<file path="src/vdic_pkg.sv">
// Shared constants, action codes and the converter lookup for the valve sequencer.
package vdic_pkg;

    localparam int unsigned LEVEL_W    = 3;
    localparam int unsigned COUNT_W    = 10;
    localparam int unsigned INTERVAL_W = 8;
    localparam int unsigned DAC_W      = 12;
    localparam int unsigned S_DATA_W   = 8;
    localparam int unsigned S_USER_W   = 2;
    localparam int unsigned M_DATA_W   = 24;

    localparam logic [1:0] ACT_TICK   = 2'd0;
    localparam logic [1:0] ACT_SCAN   = 2'd1;
    localparam logic [1:0] ACT_REMOTE = 2'd2;

    localparam logic [LEVEL_W-1:0]    MODE_AUTO = 3'd6;
    localparam logic [LEVEL_W-1:0]    LEVEL_MAX = 3'd5;
    localparam logic [LEVEL_W-1:0]    PULSE_POS = 3'd3;
    localparam logic [COUNT_W-1:0]    COUNT_MAX = 10'd1023;
    localparam logic [INTERVAL_W-1:0] INTERVAL_RESET = 8'd4;

    typedef struct packed {
        logic                 manual_active;
        logic [LEVEL_W-1:0]   level_selected;
        logic [LEVEL_W-1:0]   valve_position;
        logic                 valve_open;
        logic [DAC_W-1:0]     dac_code;
    } result_t;

    function automatic logic [DAC_W-1:0] dac_of(input logic [LEVEL_W-1:0] pos);
        logic [DAC_W-1:0] code;
        case (pos)
            3'd0:    code = 12'd0;
            3'd1:    code = 12'd819;
            3'd2:    code = 12'd1638;
            3'd3:    code = 12'd2457;
            3'd4:    code = 12'd3276;
            3'd5:    code = 12'd4095;
            3'd6:    code = 12'd818;
            default: code = 12'd1637;
        endcase
        return code;
    endfunction

endpackage

</file>
<file path="src/valve_duty_interval_controller_core.sv">
// Valve position sequencer: mode, setpoint and timed pulse stepping with DAC code output.
//
//  channel | dir | handshake            | payload
//  s_      | in  | s_tvalid / s_tready  | tuser: action; tdata: buttons, remote level
//  m_      | out | m_tvalid / m_tready  | tdata: dac code, open, position, level, manual
//  cfg_    | in  | cfg_valid / cfg_ready| cfg_data: on interval in minutes
//
//  One item per cycle unless the result stalls; its result appears in the cycle after
//  the transfer, set by the single update stage between state and output registers.
//  Reset (aresetn low, synchronous) restores auto mode, level 5, open phase, counter 0.
//  A stalled result holds in the output register; input is taken while the output is
//  empty or the result is taken in the same cycle.
module valve_duty_interval_controller_core (
    input  logic                               aclk,
    input  logic                               aresetn,
    input  logic                               s_tvalid,
    output logic                               s_tready,
    // [0] btn_auto, [1] btn_up, [2] btn_down, [5:3] remote_level, [7:6] zero
    input  logic [vdic_pkg::S_DATA_W-1:0]      s_tdata,
    // [1:0] action
    input  logic [vdic_pkg::S_USER_W-1:0]      s_tuser,
    output logic                               m_tvalid,
    input  logic                               m_tready,
    // [11:0] dac_code, [12] valve_open, [15:13] valve_position,
    // [18:16] level_selected, [19] manual_active, [23:20] zero
    output logic [vdic_pkg::M_DATA_W-1:0]      m_tdata,
    input  logic                               cfg_valid,
    output logic                               cfg_ready,
    input  logic [vdic_pkg::INTERVAL_W-1:0]    cfg_data
);

    logic [vdic_pkg::INTERVAL_W-1:0] on_interval_reg;
    logic [vdic_pkg::LEVEL_W-1:0]    manual_mode_reg, manual_mode_next;
    logic [vdic_pkg::LEVEL_W-1:0]    auto_level_reg, auto_level_next;
    logic [vdic_pkg::LEVEL_W-1:0]    selected_level_reg, selected_level_next;
    logic [vdic_pkg::COUNT_W-1:0]    phase_minutes_reg, phase_minutes_next;
    logic                            open_phase_reg, open_phase_next;
    logic [vdic_pkg::LEVEL_W-1:0]    drive_position_reg, drive_position_next;
    logic                            m_tvalid_reg, m_tvalid_next;
    vdic_pkg::result_t               result_reg, result_next;
    logic                            s_xfer;

    assign s_tready  = !m_tvalid_reg || m_tready;
    assign s_xfer    = s_tvalid && s_tready;
    assign cfg_ready = 1'b1;
    assign m_tvalid  = m_tvalid_reg;
    assign m_tdata   = {{(vdic_pkg::M_DATA_W - $bits(vdic_pkg::result_t)){1'b0}}, result_reg};

    always_comb begin
        logic                         b_auto, b_up, b_down;
        logic [vdic_pkg::LEVEL_W-1:0] remote, lvl, mode;
        logic [vdic_pkg::COUNT_W-1:0] on_ext, off_ext;
        b_auto  = s_tdata[0];
        b_up    = s_tdata[1];
        b_down  = s_tdata[2];
        remote  = s_tdata[5:3];
        lvl     = selected_level_reg;
        mode    = manual_mode_reg;
        on_ext  = {2'b00, on_interval_reg};
        off_ext = {1'b0, on_interval_reg, 1'b0};

        manual_mode_next    = manual_mode_reg;
        auto_level_next     = auto_level_reg;
        selected_level_next = selected_level_reg;
        phase_minutes_next  = phase_minutes_reg;
        open_phase_next     = open_phase_reg;
        drive_position_next = drive_position_reg;

        case (s_tuser)
            vdic_pkg::ACT_TICK: begin
                if (lvl == 3'd1) begin
                    if (open_phase_reg && phase_minutes_reg >= on_ext) begin
                        open_phase_next     = 1'b0;
                        drive_position_next = '0;
                        phase_minutes_next  = '0;
                    end else if (!open_phase_reg && phase_minutes_reg >= off_ext) begin
                        open_phase_next     = 1'b1;
                        drive_position_next = vdic_pkg::PULSE_POS;
                        phase_minutes_next  = '0;
                    end
                end else if (lvl == 3'd2) begin
                    if (phase_minutes_reg >= on_ext) begin
                        phase_minutes_next  = '0;
                        open_phase_next     = !open_phase_reg;
                        drive_position_next = open_phase_reg ? '0 : vdic_pkg::PULSE_POS;
                    end
                end else begin
                    drive_position_next = lvl;
                    open_phase_next     = (lvl != 3'd0);
                end
                if (phase_minutes_next != vdic_pkg::COUNT_MAX) begin
                    phase_minutes_next = phase_minutes_next + 1'b1;
                end
            end
            vdic_pkg::ACT_SCAN: begin
                if (b_auto) begin
                    mode = vdic_pkg::MODE_AUTO;
                end
                if (b_up) begin
                    mode = (mode >= vdic_pkg::LEVEL_MAX) ? vdic_pkg::LEVEL_MAX : mode + 1'b1;
                end
                if (b_down && mode != 3'd0) begin
                    mode = mode - 1'b1;
                end
                manual_mode_next    = mode;
                selected_level_next = (mode < vdic_pkg::MODE_AUTO) ? mode : auto_level_reg;
            end
            vdic_pkg::ACT_REMOTE: begin
                auto_level_next = (remote > vdic_pkg::LEVEL_MAX) ? vdic_pkg::LEVEL_MAX : remote;
            end
            default: begin
            end
        endcase

        result_next.dac_code       = vdic_pkg::dac_of(drive_position_next);
        result_next.valve_open     = open_phase_next;
        result_next.valve_position = drive_position_next;
        result_next.level_selected = selected_level_next;
        result_next.manual_active  = (manual_mode_next < vdic_pkg::MODE_AUTO);

        if (s_xfer) begin
            m_tvalid_next = 1'b1;
        end else if (m_tready) begin
            m_tvalid_next = 1'b0;
        end else begin
            m_tvalid_next = m_tvalid_reg;
        end
    end

    always_ff @(posedge aclk) begin
        if (!aresetn) begin
            on_interval_reg    <= vdic_pkg::INTERVAL_RESET;
            manual_mode_reg    <= vdic_pkg::MODE_AUTO;
            auto_level_reg     <= vdic_pkg::LEVEL_MAX;
            selected_level_reg <= vdic_pkg::LEVEL_MAX;
            phase_minutes_reg  <= '0;
            open_phase_reg     <= 1'b1;
            drive_position_reg <= vdic_pkg::LEVEL_MAX;
            m_tvalid_reg       <= 1'b0;
        end else begin
            if (cfg_valid && cfg_ready) begin
                on_interval_reg <= cfg_data;
            end
            if (s_xfer) begin
                manual_mode_reg    <= manual_mode_next;
                auto_level_reg     <= auto_level_next;
                selected_level_reg <= selected_level_next;
                phase_minutes_reg  <= phase_minutes_next;
                open_phase_reg     <= open_phase_next;
                drive_position_reg <= drive_position_next;
            end
            m_tvalid_reg <= m_tvalid_next;
        end
    end

    always_ff @(posedge aclk) begin
        if (s_xfer) begin
            result_reg <= result_next;
        end
    end

    assert property (@(posedge aclk) disable iff (!aresetn)
        s_xfer |=> m_tvalid_reg)
        else $error("accepted item produced no result");

    assert property (@(posedge aclk) disable iff (!aresetn)
        m_tvalid_reg |-> (result_reg.valve_position <= vdic_pkg::LEVEL_MAX &&
                          result_reg.dac_code == vdic_pkg::dac_of(result_reg.valve_position)))
        else $error("result position and converter code disagree");

    assert property (@(posedge aclk) disable iff (!aresetn)
        (selected_level_reg <= vdic_pkg::LEVEL_MAX && auto_level_reg <= vdic_pkg::LEVEL_MAX &&
         manual_mode_reg <= vdic_pkg::MODE_AUTO))
        else $error("level state out of range");

    assert property (@(posedge aclk) disable iff (!aresetn)
        (m_tvalid_reg && result_reg.manual_active) |->
            (result_reg.level_selected <= vdic_pkg::LEVEL_MAX))
        else $error("manual result with invalid level");

endmodule

</file>
<file path="config.mk">
export PLATFORM = sky130hd
export DESIGN_NAME = valve_duty_interval_controller_core
export DESIGN_NICKNAME = d
export VERILOG_FILES = /design/src/vdic_pkg.sv /design/src/valve_duty_interval_controller_core.sv
export SDC_FILE = /design/constraint.sdc
export NUM_CORES = 1
export LEC_CHECK = 0
export ABC_AREA = 1
export BUFFER_PORTS_ARGS = -buffer_cell sky130_fd_sc_hd__buf_2
export CAP_MARGIN = 20
export CORE_ASPECT_RATIO = 1.5
export CORE_MARGIN = 4
export CORE_UTILIZATION = 59
export CTS_BUF_LIST = sky130_fd_sc_hd__clkbuf_4 sky130_fd_sc_hd__clkbuf_8
export DETAILED_ROUTE_END_ITERATION = 8
export GPL_ROUTABILITY_DRIVEN = 0
export PLACE_DENSITY_LB_ADDON = 0.25
export SLEW_MARGIN = 10
export SYNTH_ARGS = -nofsm -noshare
export SYNTH_HDL_FRONTEND = slang
export SYNTH_SLANG_ARGS = --single-unit
</file>
<file path="constraint.sdc">
create_clock -name aclk -period 3.25 [get_ports aclk]
set_input_delay 0.325 -clock aclk [delete_from_list [all_inputs] [get_ports aclk]]
set_output_delay 0.325 -clock aclk [all_outputs]
set_load 0.1 [all_outputs]
</file>
# [Word level (Yosys, flattened, before mapping)]
# Index checks and enable logic that the tools add are counted.
[classes] n_reduce_logical=14 mux=34 n_lt_le_gt_ge=6 add_sub_neg=3 eq_ne=11
[ops] op="one-hot mux 12 bit (7 select lines)" count=1
[ops] op="2-to-1 mux 10 bit" count=7
[ops] op="2-to-1 mux 3 bit" count=17
[ops] op="adder 10 x 1 -> 10 bit (second input constant)" count=1
[ops] op="greater-or-equal comparator 10 x 8 -> 1 bit" count=1
[ops] op="greater-or-equal comparator 10 x 9 -> 1 bit" count=1
[ops] op="inequality test 10 bit (second input constant)" count=1
[ops] op="equality test 3 x 2 -> 1 bit (second input constant)" count=3
[ops] op="equality test 3 bit (second input constant)" count=3
[ops] op="2-to-1 mux 1 bit" count=8
[ops] op="equality test 3 x 1 -> 1 bit (second input constant)" count=2
[ops] op="< comparator 3 bit (second input constant)" count=2
[ops] op="nonzero test 3 bit" count=2
[ops] op="logical AND 1 bit" count=4
[ops] op="AND reduction 2 bit" count=2
[ops] op="adder 3 x 1 -> 3 bit (second input constant)" count=1
[ops] op="greater-or-equal comparator 3 bit (second input constant)" count=1
[ops] op="> comparator 3 bit (second input constant)" count=1
[ops] op="zero test 3 bit" count=1
[ops] op="subtractor 3 x 1 -> 3 bit (second input constant)" count=1
[ops] op="equality test 2 x 1 -> 1 bit (second input constant)" count=1
[ops] op="equality test 2 bit (second input constant)" count=1
[ops] op="zero test 1 bit" count=2
[ops] op="zero test 2 bit" count=1
[ops] op="3 further kinds" count=3
[totals] elab_cells=81 output_inout_bits=27 ff_bits=52 input_bits=23

# [Longest topological paths before layout]
[depth] depth_word=13 depth_mapped=23 ltp_nobuf=22

# [Least setup slack after synthesis]
# No wires, ideal clock.
[synth_path] kind="register to register" start="reg m_tvalid_reg (netlist: m_tvalid)" end="reg phase_minutes_reg[9] (netlist name)" required_ns=3.128 setup_slack_ns=0.297 t_arrival_ns=2.832 period_less_slack_ns=2.953 path_stages_with_launch=8 path_cell_list="dfxtp_1 > nand2_1 > nand2_1 > clkbuf_1 > nor2_1 > buf_2 > o21ai_0 > a21oi_2"
[synth_between] elab_chain_cells=4
[synth_lines] item="start, declared" line="valve_duty_interval_controller_core.sv:39" rtl="logic m_tvalid_reg, m_tvalid_next;"
[synth_lines] item="start signal, assigned" line="valve_duty_interval_controller_core.sv:152" rtl="m_tvalid_reg <= m_tvalid_next;"
[synth_lines] item="zero test 1 bit" line="valve_duty_interval_controller_core.sv:43" rtl="assign s_tready = !m_tvalid_reg || m_tready;"
[synth_lines] item="logical OR 1 bit" line="valve_duty_interval_controller_core.sv:43"
[synth_lines] item="via s_tready" line="valve_duty_interval_controller_core.sv:17" rtl="output logic s_tready,"
[synth_lines] item="logical AND 1 bit" line="valve_duty_interval_controller_core.sv:44" rtl="assign s_xfer = s_tvalid && s_tready;"
[synth_lines] item="AND reduction 2 bit (no line)"
[synth_lines] item="end signal, assigned" line="valve_duty_interval_controller_core.sv:148" rtl="phase_minutes_reg <= phase_minutes_next;"
[synth_lines] item="end, declared" line="valve_duty_interval_controller_core.sv:36" rtl="logic [vdic_pkg::COUNT_W-1:0] phase_minutes_reg, phase_minutes_next;"
# The timed path passes the listed nets, and every way through them passes these cells.
# A chain may end at the register's enable or synchronous reset.

# [Worst setup path in the final report]
[layout_path] start="reg phase_minutes_reg[0] (netlist name)" end="reg phase_minutes_reg[1] (netlist name)"
[layout_between] elab_chain_cells=8 elab_cells_between_ends=13
[layout_lines] item="greater-or-equal comparator 10 x 9 -> 1 bit" line="valve_duty_interval_controller_core.sv:76" rtl="end else if (!open_phase_reg && phase_minutes_reg >= off_ext) begin"
[layout_lines] item="logical AND 1 bit" line="valve_duty_interval_controller_core.sv:76"
[layout_lines] item="2-to-1 mux 10 bit" line="valve_duty_interval_controller_core.sv:76"
[layout_lines] item="2-to-1 mux 10 bit" line="valve_duty_interval_controller_core.sv:72" rtl="if (open_phase_reg && phase_minutes_reg >= on_ext) begin"
[layout_lines] item="2-to-1 mux 10 bit *" line="valve_duty_interval_controller_core.sv:71" rtl="if (lvl == 3'd1) begin"
[layout_lines] item="2-to-1 mux 10 bit *" line="valve_duty_interval_controller_core.sv:69" rtl="case (s_tuser)"
[layout_lines] item="adder 10 x 1 -> 10 bit or inequality test 10 bit (tied branches)" line="valve_duty_interval_controller_core.sv:92, valve_duty_interval_controller_core.sv:91"
[layout_lines] item="2-to-1 mux 10 bit *" line="valve_duty_interval_controller_core.sv:91" rtl="if (phase_minutes_next != vdic_pkg::COUNT_MAX) begin"
# Mark *: on every way between the ends. The rest lies on a longest branch, timed or not. The select of a mux whose other input is x is not followed.

==> impl_metrics.tcl <==
set metrics [dict create \
    outcome "completed" \
    startpoint_type "flop" \
    cts_made_buffers 5 \
    cts_root_buffer "clkbuf_8" \
    worstRegToRegCells 20 \
    drv_slew 0 \
    die_w_um 67.1 \
    hp-class "in -> reg" \
    cts_hold_buf 0 \
    die_area_sq_um 6490 \
    max_freq_mhz 338 \
    synth_top_family_by_area "simple AND/OR/NAND/NOR gates" \
    rows 32 \
    final_area_sq_um 3440 \
    cap_violations 0 \
    cts_sinks 45 \
    synth.area.mux_share_pct 0 \
    synth.avg_cell_area_sq_um 7.50 \
    end_kind "flop" \
    cts_buffer_depth 2 \
    nets 498 \
    io_buffers 42 \
    largest_reg_flops 13 \
    worstPathArrival_ps 3140 \
    grt_max_degree 19 \
    crit_fanout 6 \
    insertedDiodeCount 0 \
    worst_slew_pin_slew_ps 599 \
    num_vias 2747 \
    synth-simple-area-share_pct 27.7 \
    leakage_nw 1.68 \
    grt_pass1_vias 2723 \
    syn_to_final_growth_pct 11.3 \
    rsz0062_at_grt "false" \
    synthFlopType "dfxtp_1" \
    core_area_sq_um 5120 \
    syn_inst 413 \
    ys_ff_latch 45 \
    cts_resized 0 \
    worstHoldPathCells 3 \
    vias_per_cell 5.26 \
    hold_violations 0 \
    antenna_found_initial 0 \
    fin_crit_ps 2960 \
    dpl-instance-area_sq_um 3330 \
    ir_worst_vdd_mv 0.201 \
    slew_headroom_pct 60.0 \
    cp_slowest_cell "dfxtp_1" \
    drt_iter0_drc 156 \
    critical_path_class "reg -> reg" \
    start_util_pct 60.4 \
    async_flop_share_pct 0 \
    grtUsageTotal_pct 21.6 \
    synth_edf_count 13 \
    grt-ovfl-total 0 \
    yosys.area_share.xor_xnor_pct 1.13 \
    synth-seq-area-share_pct 33.3 \
    clk_pin_slew_ps 90 \
    die_h_um 96.7 \
    dr.pass1.iters 4 \
    timing.setup.tns_ps 0 \
    tritoncts "done" \
    finClkSkew_ps 9.58 \
    yosysWarnings 0 \
    timing.critical_path.mode_cell "nand2_1" \
    post-dp-hpwl_um 5090 \
    worstSkewPairLatency_ps 310 \
    htree_levels 2 \
    crit_chain "inv_1 -> ha_1 -> o21ai_0 -> nand2_1 -> nand2_1 -> nand3_4 -> ha_1 -> inv_1 -> nand2_2 -> nand2_4 -> nand2_4 -> nor2_1 -> ha_1 -> nand3_2 -> nor2_8 -> nand3_4 -> nand2_1 -> nand2_1 -> nand2_1 -> a21oi_2" \
    final_antenna_net_count 0 \
    cts_setup_buffers 0 \
    setup_viol 0 \
    powerDensity_nw_per_um2 441 \
    cp_slowest_stage_delay_ps 370 \
    drc 0 \
    routed_wl_um 6470 \
    boundaryPins 50 \
    synth.cell_area_sq_um 3100 \
    required_ps 3420 \
    synth_compound_area_share_pct 16.7 \
    grt_pass1_wl_um 11200 \
    synth-adder-area-share_pct 8.89 \
    synth_cell_types 43 \
    routedWlPerCell_um 12.4 \
    fin_crit_sh_pct 91.1 \
    drive_gt1_share_pct 21.6 \
]
synth_stat cells (all sizes together), types with 3 or more instances:
master / instances / area [sq um]
edfxtp: 13 / 390
nor2: 35 / 185
inv: 67 / 251
a21oi: 35 / 213
buf: 15 / 110
ha: 22 / 275
o211ai: 5 / 37.5
nand3: 23 / 150
nand2: 95 / 399
nor3: 4 / 31.3
nand4: 8 / 71.3
clkbuf: 3 / 11.3
a31oi: 3 / 18.8
dfxtp: 32 / 641
o21ai: 38 / 194
path summary, 6_finish.rpt:
path | from | to | slack, ps
setup / recovery | phase_minutes_reg[0] | phase_minutes_reg[1] | 290
setup reg to reg | phase_minutes_reg[0] | phase_minutes_reg[1] | 290
hold / removal | cfg_data[2] | on_interval_reg[2] | 240
hold reg to reg | auto_level_reg[2] | auto_level_reg[2] | 470
kinds of logic (layout without fill, tap and decap cells):
| logic type | after synthesis | count (layout) |
|---|---|---|
| simple gates | 168 | 168 |
| other cells | 2 | 5 |
| xor+xnor | 4 | 4 |
| buf+inv | 85 | 123 |
| flops | 45 | 45 |
| compound gates | 87 | 87 |
| fa+ha+maj | 22 | 22 |
cell type report:
cell class                      instances  area, sq um
Multi-Input combinational cell        286         1700
Fill cell                             457         1680
Sequential cell                        45         1030
Timing Repair Buffer                   48          255
Inverter                               67          251
Tap cell                               68         85.1
Clock buffer                            5         68.8
Clock inverter                          3         50.0
power breakdown:
group	total [mW]	internal [mW]	leakage, nW	switching, mW
combinational	0.435	0.101	1.24	0.333
clock	0.447	0.236	0.0603	0.211
sequential	0.637	0.615	0.381	0.0215
total	1.52	0.953	1.68	0.566
critical path: cells and delay by family (launching register included):
| kind | cells | cell delay [ps] |
|---|---|---|
| compound gates | 2 | 230 |
| fa+ha+maj | 3 | 690 |
| buf+inv | 2 | 210 |
| flops | 1 | 370 |
| simple gates | 13 | 1320 |
stage by stage:
step,utilization (%),hold slack (ps),total power [mW],std cells,setup WS [ps]
after global placement,64.9,446,1.07,514,413
final,67.2,236,1.52,522,288
after floorplan,-,427,1.01,416,297
after CTS,67.2,233,1.53,522,287
after detailed placement,64.9,452,1.08,514,340
after global routing,67.2,247,1.59,522,45.4
layout by cell type, fill, tap and decap left out, types with 2 or more instances in the layout:
cell,n
a21oi_1,25
a21oi_2,10
a31oi_1,3
buf_2,42
buf_4,6
clkbuf_8,5
conb_1,5
dfxtp_1,32
edfxtp_1,13
ha_1,22
inv_1,64
inv_2,3
nand2_1,84
nand2_2,8
nand2_4,3
nand3_1,19
nand3_2,2
nand3_4,2
nand4_1,6
nor2_1,27
nor2_2,3
nor2_4,4
nor3_1,3
o211ai_1,5
o21ai_0,29
o21ai_1,8
or2_1,2
xnor2_1,2
xor2_1,2
metal layers:
layer,part of all wire [%],GRT usage [%],vias up
met1,38,22.7,1244
met5,0,0,-
met4,2.8,10.5,0
li1,-,-,1420
met2,55,39.7,67
met3,4.0,3.25,16
Note: power is estimated with default switching activity, not from simulation.
